## src/rtl/egcd_pkg.sv

```systemverilog
package egcd_pkg;

	// Operand width used by the datapath (2 to 64)
	localparam int WIDTH = 32;

	// Fixed width of the operand and divisor ports
	localparam int PORT_W = 32;

	// Width wide enough to hold either a port value or a full operand
	localparam int EXT_W = (WIDTH > PORT_W) ? WIDTH : PORT_W;

	// Shift count for the common power of two (at most WIDTH-1)
	localparam int KW = (WIDTH > 1) ? $clog2(WIDTH) : 1;

	// Sequencer states
	typedef enum logic [0:0] {
		ST_IDLE,
		ST_RUN
	} egcd_state_t;

	// Status from the shared subtract/compare unit
	typedef struct packed {
		logic a_zero;
		logic b_zero;
		logic a_odd;
		logic b_odd;
		logic borrow;
	} egcd_flags_t;

endpackage

```

## src/rtl/egcd_alu.sv

```systemverilog
module egcd_alu (
	input  logic [egcd_pkg::WIDTH-1:0] a,
	input  logic [egcd_pkg::WIDTH-1:0] b,
	output logic [egcd_pkg::WIDTH-1:0] diff,
	output egcd_pkg::egcd_flags_t      flags
);

	logic [egcd_pkg::WIDTH:0] sub_w;

	// Subtract once; the borrow doubles as the a < b compare
	assign sub_w = {1'b0, a} - {1'b0, b};
	assign diff  = sub_w[egcd_pkg::WIDTH-1:0];

	// Gather status for the sequencer
	always_comb begin
		flags.a_zero = (a == '0);
		flags.b_zero = (b == '0);
		flags.a_odd  = a[0];
		flags.b_odd  = b[0];
		flags.borrow = sub_w[egcd_pkg::WIDTH];
	end

endmodule

```

## src/rtl/euclid_gcd_unit.sv

```systemverilog
// Greatest common divisor by the binary (shift and subtract) method on one shared subtractor.
// The subtract/compare step runs once per cycle; busy stays high for the whole operation.
// Throughput: one operation at a time; a new start is taken in the cycle done pulses.
// done pulses for one cycle with the result; the receiver cannot stall it.
// Reset clears the sequencer and the done strobe; no other state needs clearing.
module euclid_gcd_unit (
	input  logic                          clk,
	input  logic                          arst_n,
	input  logic                          start,
	input  logic [egcd_pkg::PORT_W-1:0]   operand_a,
	input  logic [egcd_pkg::PORT_W-1:0]   operand_b,
	output logic                          busy,
	output logic                          done,
	output logic [egcd_pkg::PORT_W-1:0]   divisor,
	output logic                          shares_factor
);

	egcd_pkg::egcd_state_t state_q;
	egcd_pkg::egcd_state_t state_d;

	logic [egcd_pkg::WIDTH-1:0]  a_q;
	logic [egcd_pkg::WIDTH-1:0]  b_q;
	logic [egcd_pkg::KW-1:0]     k_q;
	logic [egcd_pkg::WIDTH-1:0]  a_d;
	logic [egcd_pkg::WIDTH-1:0]  b_d;
	logic [egcd_pkg::KW-1:0]     k_d;

	logic [egcd_pkg::WIDTH-1:0]  diff;
	egcd_pkg::egcd_flags_t       flags;

	logic [egcd_pkg::EXT_W-1:0]  a_ext;
	logic [egcd_pkg::EXT_W-1:0]  b_ext;
	logic [egcd_pkg::EXT_W-1:0]  g_ext;
	logic [egcd_pkg::WIDTH-1:0]  odd_part;
	logic [egcd_pkg::WIDTH-1:0]  g_full;
	logic                        accept;
	logic                        finish;

	logic [egcd_pkg::PORT_W-1:0] divisor_q;
	logic                        shares_q;
	logic                        done_q;

	// Take the operands down to the working width
	assign a_ext  = egcd_pkg::EXT_W'(operand_a);
	assign b_ext  = egcd_pkg::EXT_W'(operand_b);
	assign accept = start && !busy;

	egcd_alu u_alu (
		.a     (a_q),
		.b     (b_q),
		.diff  (diff),
		.flags (flags)
	);

	// Finish once either value has reached zero; the other holds the odd part
	assign finish   = (state_q == egcd_pkg::ST_RUN) && (flags.a_zero || flags.b_zero);
	assign odd_part = flags.a_zero ? b_q : a_q;
	assign g_full   = odd_part << k_q;
	assign g_ext    = egcd_pkg::EXT_W'(g_full);

	// Next state
	always_comb begin
		state_d = state_q;
		case (state_q)
			egcd_pkg::ST_IDLE: begin
				if (start) state_d = egcd_pkg::ST_RUN;
			end
			egcd_pkg::ST_RUN: begin
				if (finish) state_d = egcd_pkg::ST_IDLE;
			end
			default: state_d = egcd_pkg::ST_IDLE;
		endcase
	end

	// Datapath step: load the operands while idle; while running, strip twos, swap to keep a >= b, or subtract and halve
	always_comb begin
		a_d = a_q;
		b_d = b_q;
		k_d = k_q;
		case (state_q)
			egcd_pkg::ST_IDLE: begin
				a_d = a_ext[egcd_pkg::WIDTH-1:0];
				b_d = b_ext[egcd_pkg::WIDTH-1:0];
				k_d = '0;
			end
			egcd_pkg::ST_RUN: begin
				if (flags.a_zero || flags.b_zero) begin
					a_d = a_q;
				end else if (!flags.a_odd && !flags.b_odd) begin
					a_d = a_q >> 1;
					b_d = b_q >> 1;
					k_d = k_q + egcd_pkg::KW'(1);
				end else if (!flags.a_odd) begin
					a_d = a_q >> 1;
				end else if (!flags.b_odd) begin
					b_d = b_q >> 1;
				end else if (flags.borrow) begin
					a_d = b_q;
					b_d = a_q;
				end else begin
					a_d = diff >> 1;
				end
			end
			default: begin
				a_d = a_q;
			end
		endcase
	end

	// Sequencer state and done strobe
	always_ff @(posedge clk or negedge arst_n) begin
		if (!arst_n) begin
			state_q <= egcd_pkg::ST_IDLE;
			done_q  <= 1'b0;
		end else begin
			state_q <= state_d;
			done_q  <= finish;
		end
	end

	// Working values and result; no reset needed
	always_ff @(posedge clk) begin
		a_q <= a_d;
		b_q <= b_d;
		k_q <= k_d;
		if (finish) begin
			divisor_q <= g_ext[egcd_pkg::PORT_W-1:0];
			shares_q  <= (g_full > egcd_pkg::WIDTH'(1));
		end
	end

	assign busy          = (state_q != egcd_pkg::ST_IDLE);
	assign done          = done_q;
	assign divisor       = divisor_q;
	assign shares_factor = shares_q;

`ifndef SYNTHESIS
	// Busy drops only together with a result transfer
	a_busy_fall: assert property (@(posedge clk) disable iff (!arst_n)
		$fell(busy) |-> done)
		else $error("busy fell without a result transfer");

	// Every operation passes through the working state, so done never repeats back to back
	a_done_pulse: assert property (@(posedge clk) disable iff (!arst_n)
		done |=> !done)
		else $error("done held for more than one cycle");

	// An accepted start always enters the working state
	a_start_busy: assert property (@(posedge clk) disable iff (!arst_n)
		accept |=> busy)
		else $error("accepted start did not raise busy");

	// A subtract step strictly shrinks the larger value
	a_sub_shrinks: assert property (@(posedge clk) disable iff (!arst_n)
		(state_q == egcd_pkg::ST_RUN && !flags.a_zero && !flags.b_zero &&
		 flags.a_odd && flags.b_odd && !flags.borrow) |=> (a_q < $past(a_q)))
		else $error("subtract step did not reduce the operand");
`endif

endmodule

```

## config.mk

```make
export PLATFORM = sky130hd
export DESIGN_NAME = euclid_gcd_unit
export DESIGN_NICKNAME = d
export VERILOG_FILES = /design/src/rtl/egcd_pkg.sv /design/src/rtl/egcd_alu.sv /design/src/rtl/euclid_gcd_unit.sv
export SDC_FILE = /design/constraint.sdc
export NUM_CORES = 1
export LEC_CHECK = 0
export BUFFER_PORTS_ARGS = -buffer_cell sky130_fd_sc_hd__buf_2
export CORE_MARGIN = 2
export CORE_UTILIZATION = 60
export DETAILED_ROUTE_END_ITERATION = 10
export GPL_TIMING_DRIVEN = 1
export PLACE_DENSITY = 0.8
export SLEW_MARGIN = 40
export SYNTH_ARGS = -nofsm -noshare
export SYNTH_HDL_FRONTEND = slang
export SYNTH_SLANG_ARGS = --single-unit
```

## constraint.sdc

```tcl
create_clock -name clk -period 6.76 [get_ports clk]
set_clock_uncertainty 0.15 [all_clocks]
set_input_delay 1.014 -clock clk [delete_from_list [all_inputs] [get_ports clk]]
set_output_delay 1.014 -clock clk [all_outputs]
set_load 0.03 [all_outputs]
```

### Word-level counts from Yosys, hierarchy flattened

Index checks and enable logic that the tools add are counted.

| cells by class | value |
|---|---|
| $add $sub $neg | 2 |
| order comparisons | 1 |
| equal/unequal tests | 5 |
| shift operators | 1 |
| muxes and demuxes | 19 |
| bitwise gates (word level) | 1 |
| reduce and logical (&&, ||, !) cells | 11 |

Operators by type and width:

| operator | count |
|---|---|
| 32-bit 2-to-1 mux | 11 |
| 32-bit case mux with 2 select lines | 2 |
| 32-bit zero test | 2 |
| 32-bit by 32-bit subtractor with 33-bit output | 1 |
| 32-bit by 1-bit > comparator with 1-bit output, second input constant | 1 |
| 32-bit by 5-bit << shifter with 32-bit output | 1 |
| 5-bit 2-to-1 mux | 2 |
| 5-bit case mux with 2 select lines | 1 |
| 4-bit by 2-bit inequality test with 1-bit output, second input constant | 2 |
| 2-bit AND reduction | 3 |
| 5-bit by 1-bit adder with 5-bit output, second input constant | 1 |
| 3-bit by 1-bit inequality test with 1-bit output, second input constant | 1 |
| 3-bit AND reduction | 1 |
| 1-bit logical AND | 2 |
| 1-bit zero test | 2 |
| 1-bit 2-to-1 mux | 2 |
| 2-bit by 1-bit inequality test with 1-bit output, second input constant | 1 |
| 2-bit inequality test, second input constant | 1 |
| 1-bit case mux with 2 select lines | 1 |
| 1-bit logical OR | 1 |
| 1-bit inverter | 1 |

| storage, ports and cells | value |
|---|---|
| flip-flop bits (word level) | 104 |
| input port bits | 67 |
| output and inout port bits | 35 |
| word-level logic and storage cells | 49 |

### Depth between registers and ports, before layout

| depth | value |
|---|---|
| depth after elaboration | 7 |
| gate-level depth with buffers | 15 |
| mapped depth without buffers | 13 |

### Cells and area by module

From an unflattened synthesis, not the netlist that was laid out.

| second synthesis, totals | value |
|---|---|
| cell total of the unflattened synthesis | 990 |
| area total of the unflattened synthesis | 9586.7 um2 |

By module, submodules not included:

| module | times used | cells an instance | area each (um2) | seq. area each (um2) |
|---|---|---|---|---|
| euclid_gcd_unit | 1 | 727 | 7724.9 | 3113.0 |
| egcd_alu | 1 | 263 | 1861.8 | 0.0 |

### Worst setup path after synthesis

Ideal clock, no wire load.

| path | value |
|---|---|
| path type | reg2reg |
| start | reg a_q[23] (netlist name) |
| end | reg b_q[10] (netlist name) (enable) |
| setup time | 0.438 ns |
| arrival time | 4.486 ns |
| required time | 6.172 ns |
| slack | 1.686 ns |
| cell stages (with the launch flop) | 15 |
| path buffers | 3 |
| period minus slack after synthesis | 5.074 ns |
| cell sequence | edfxtp_1 > ha_1 > clkbuf_1 > a211o_1 > a21oi_1 > a32oi_1 > a21oi_1 > o21ai_1 > a311oi_1 > o21ai_0 > a21oi_1 > buf_2 > buf_2 > nand2_1 > a31oi_1 |

| between the ends | value |
|---|---|
| longest elaborated chain between the ends | 4 |
| elaborated cells on any way between the ends | 6 |
| classes of those cells | 1 x add/sub; 2 x eq/ne; 3 x reduce/logical |

Ends and longest elaborated chain:

| element | line | text |
|---|---|---|
| start: declaration | euclid_gcd_unit.sv:21 | `logic [egcd_pkg::WIDTH-1:0] a_q;` |
| start signal: assignment | euclid_gcd_unit.sv:123 | `a_q <= a_d;` |
| branches (longest 3 deep; another with 32-bit by 32-bit subtractor with 33-bit output) | -- |  |
| 3-bit AND reduction (no source line) (*) | -- |  |
| end signal: assignment | euclid_gcd_unit.sv:124 | `b_q <= b_d;` |
| end: declaration | euclid_gcd_unit.sv:22 | `logic [egcd_pkg::WIDTH-1:0] b_q;` |

Mark *: on every way between the ends.
A chain may end at the register's enable or synchronous reset.

### Worst setup path in the final report

| path | value |
|---|---|
| start | reg b_q[0] (netlist name) |
| end | reg a_q[24] (netlist name), data pin |

| between the ends | value |
|---|---|
| longest elaborated chain between the ends | 7 |
| elaborated cells on any way between the ends | 9 |
| classes of those cells | 1 x add/sub; 6 x mux; 2 x reduce/logical |

Ends and longest elaborated chain:

| element | line | text |
|---|---|---|
| 32-bit by 32-bit subtractor with 33-bit output | egcd_alu.sv:11 | `assign sub_w = {1'b0, a} - {1'b0, b};` |
| 32-bit 2-to-1 mux | euclid_gcd_unit.sv:97 | `end else if (flags.borrow) begin` |
| 32-bit 2-to-1 mux | euclid_gcd_unit.sv:95 | `end else if (!flags.b_odd) begin` |
| 32-bit 2-to-1 mux | euclid_gcd_unit.sv:93 | `end else if (!flags.a_odd) begin` |
| 32-bit 2-to-1 mux (*) | euclid_gcd_unit.sv:89 | `end else if (!flags.a_odd && !flags.b_odd) begin` |
| 32-bit 2-to-1 mux (*) | euclid_gcd_unit.sv:87 | `if (flags.a_zero \|\| flags.b_zero) begin` |
| 32-bit case mux with 2 select lines (*) | euclid_gcd_unit.sv:80 | `case (state_q)` |
| via a_d (one bit) | euclid_gcd_unit.sv:24 | `logic [egcd_pkg::WIDTH-1:0] a_d;` |

The timed path passes the listed nets; every way through them passes the cells marked *. The select of a mux whose other input is x is not followed.

==> key figures <==
Run status
  – Status: finished, final reports clean

Timing
  – Fin. Hold Viols: 0
  – Max-Slew Margin vs Limit: ~46%
  – Setup Viol. Count Final: 0
  – Min cycle time layout: around 4800 ps
  – Max Slew Vio Count: 0
  – Peak Freq: between 0.2 and 0.25 GHz
  – RSZ-0062 raised after global routing: false
  – Setup TNS: 0 ps
  – Slew @ Worst Pin: between 800 and 900 ps
  – Fin crit share: between 70% and 80%

Worst setup path
  – CP max stage cell: buf_4
  – Worst stage delay on the critical path: 550 ps
  – Endpoint class of the critical path: flop
  – Nature of the critical path startpoint: flop
  – Worst path arrival time: around 4700 ps
  – CP Data Required Time: about 6700 ps
  – CP Class: reg2reg
  – Worst path cell trace: buf_4, nor2b_1, fa_1, nor2b_1, o211ai_1, a31oi_1, nor2_1, o21ai_1, a311oi_1, o21ai_0, a21oi_4, buf_4, clkinv_1, mux2i_1, o21ai_0
  – Crit path max fanout: between 40 and 50

Final layout
  – Ant diodes: 0
  – Area added between synthesis and finish: 10.3%
  – Filler instances: approximately 1200
  – Ratio of cells with drive above 1 in the final layout: 16.9%
  – Non-Filler Instances: roughly 1200
  – Post-layout nets: 1153
  – Multi-input logic area: between 0.005 and 0.006 mm2
  – Commonest non-fill, non-tap cell in the layout: o21ai_0
  – Most frequent cells in the layout: 114 x o21ai_0, 102 x edfxtp_1, 101 x buf_2, 99 x nor2_1, 97 x a21oi_1
  – Final Cell Area: around 0.0097 mm2
  – Reg area: slightly above 0.003 mm2

Clock network
  – CTS Buffer Depth: 2
  – Post-CTS Setup Inserts: 0
  – Clock root buffer: clkbuf_16
  – Clk slew on worst S/H paths: 80 ps
  – H-tree levels: 3
  – Total CTS buffers: 9
  – Post-CTS sizing: 0
  – # clock sinks: ~100
  – Worst-Skew Late Latency: ~370 ps
  – CTS tree: built
  – Hold Buf Count CTS: 0

Placement
  – Port buffer count: 101
  – Placed cells: between 1000 and 1500
  – Placed cell area: about 0.0094 mm2
  – HPWL after DPL: between 15 and 20 mm
  – Placer Congestion: 0.944

Detailed routing
  – Routed WL per cell: about 20 um
  – DRC errors left: 0
  – Via count: roughly 8100
  – Iter 0 DRT Violations: a little over 900
  – Via density: between 6 and 7
  – Antenna Nets Post-Route: 0
  – DR pass1 iterations: 6
  – WL final: 24.5 mm

Logic synthesis
  – Synth warn: 0
  – Post-synth EDFFs: 102
  – Mean Syn Cell Area: about 8.9 um2
  – Synth Cell Area: around 0.0088 mm2
  – Post-Syn Nets: between 1000 and 1500
  – Ys async rst share: 1.92%
  – Register bit total from synthesis: roughly 100
  – Ys flop type: edfxtp_1
  – Netlist cell types: 71
  – Mapped Cells: between 900 and 1000
  – Seq/Total Area, Yosys: about a third

GRT
  – Largest net degree at the start of global routing: between 90 and 100
  – Remaining Overflow, GRT: 0
  – Initial antenna violation count: 0
  – Vias in the first global route: just under 8000
  – All-Layer GR Usage: a little under a third
  – Global-route wire length before repair: ~40 mm

Pwr
  – Combinational fraction of design power: 59.2%
  – Max IR drop VDD: between 200 and 300 uV
  – Int Pwr: around 2600 uW
  – Clk pwr share: a little over a tenth
  – Switching power: ~2300 uW
  – Sequential share of power: 30.1%
  – Pwr/cell area: 505 mW/mm2
  – Sw Ratio: 47.7%
  – Leakage: ~0.0042 uW

Floorplanning
  – Initial Util: between 60% and 70%
  – Die Area: 0.0157 mm2
  – Row count: 44
  – DIE HEIGHT: about 130 um
  – Ports: around 100
  – Die Width: 125 um
  – Core Box Area: roughly 0.014 mm2

Min path
  – Hold WC Path Type: in2async

Job
  – Max-cap violations: 0
==> final cells by class <==
type	instances	share of cell area (%)
timing repair buffer	118	6.75
clock buffer	9	2.32
multi-input combinational	742	52.9
inverter	78	3.01
sequential	104	32.1
tap	184	2.37
clock inverter	7	0.618
==> stage by stage <==
step	hold WS, ps	setup slack [ps]	power, uW	util (%)
3_3_place_gp	564	2230	4200	65.0
4_1_cts	271	2050	4840	67.3
5_1_grt	273	1640	5280	67.4
3_5_place_dp	598	2050	4300	65.3
2_1_floorplan	471	1690	3520	-
6_report	274	2000	4910	67.4
==> registers in the layout (all words and copies together), names as in the netlist <==
register / cells
b_q: 32
divisor: 32
k_q: 5
a_q: 32
done: 1
busy: 1
shares_factor: 1
==> per-layer routing <==
metal	GRT usage, %	routed length [um]	vias up
li1	-	-	3820
met1	42.8	9890	3742
met2	50.9	11400	470
met3	4.19	2110	105
met4	14.8	1110	0
met5	0	0	-
==> cell usage after synthesis, types with 17 or more instances <==
cell type    n  area share [%]
nand2_1     39             1.7
o21ai_0    114             6.5
a21oi_1     98             5.6
ha_1        32             4.5
nor2_1      99             4.2
clkbuf_1    43             1.8
nor4_1      21             1.5
inv_1       74             3.2
a31oi_1     23             1.6
mux2i_1     78             8.9
xnor2_1     17             1.7
edfxtp_1   102              35
==> kinds of logic (layout without fill, tap and decap cells) <==
| kind of cell | Yosys count | in the layout | share of synthesized area, % |
|---|---|---|---|
| fa+ha+maj | 33 | 33 | 4.77 |
| flops | 104 | 104 | 35.3 |
| mux | 102 | 102 | 13.6 |
| simple gates | 242 | 242 | 13.2 |
| buf+inv | 147 | 212 | 6.98 |
| compound gates | 335 | 335 | 23.1 |
| xor+xnor | 30 | 30 | 2.98 |
==> critical path, delay by kind of cell, from the launching register on <==
family / cells / cell delay [ps]
AND/OR/NAND/NOR: 3 / 550
flip-flops: 1 / 320
buffers and inverters: 3 / 1440
multiplexers: 1 / 260
adder cells (fa/ha/maj): 1 / 230
AO/OA/AOI/OAI: 7 / 1520
==> power groups by stage <==
stage | Combinational (uW) | Clock (uW) | Sequential (uW)
floorplan | 2230 | 0 | 1290
global placement | 2730 | 0 | 1470
detailed placement | 2840 | 0 | 1460
finish | 2910 | 526 | 1480
CTS | 2860 | 525 | 1460
global route | 3230 | 556 | 1490
==> path summary, 6_finish.rpt <==
path	slack, ps	from	endpoint	cells after the start
max	2000	b_q[0]	a_q[24]	15
min	270	arst_n	done	1
max reg2reg	2000	b_q[0]	a_q[24]	15
min reg2reg	600	a_q[31]	b_q[31]	2
max in group asynchronous	6070	arst_n	busy	1
min in group clk	600	a_q[31]	b_q[31]	2
No activity file was read; power rests on OpenSTA's default activity.
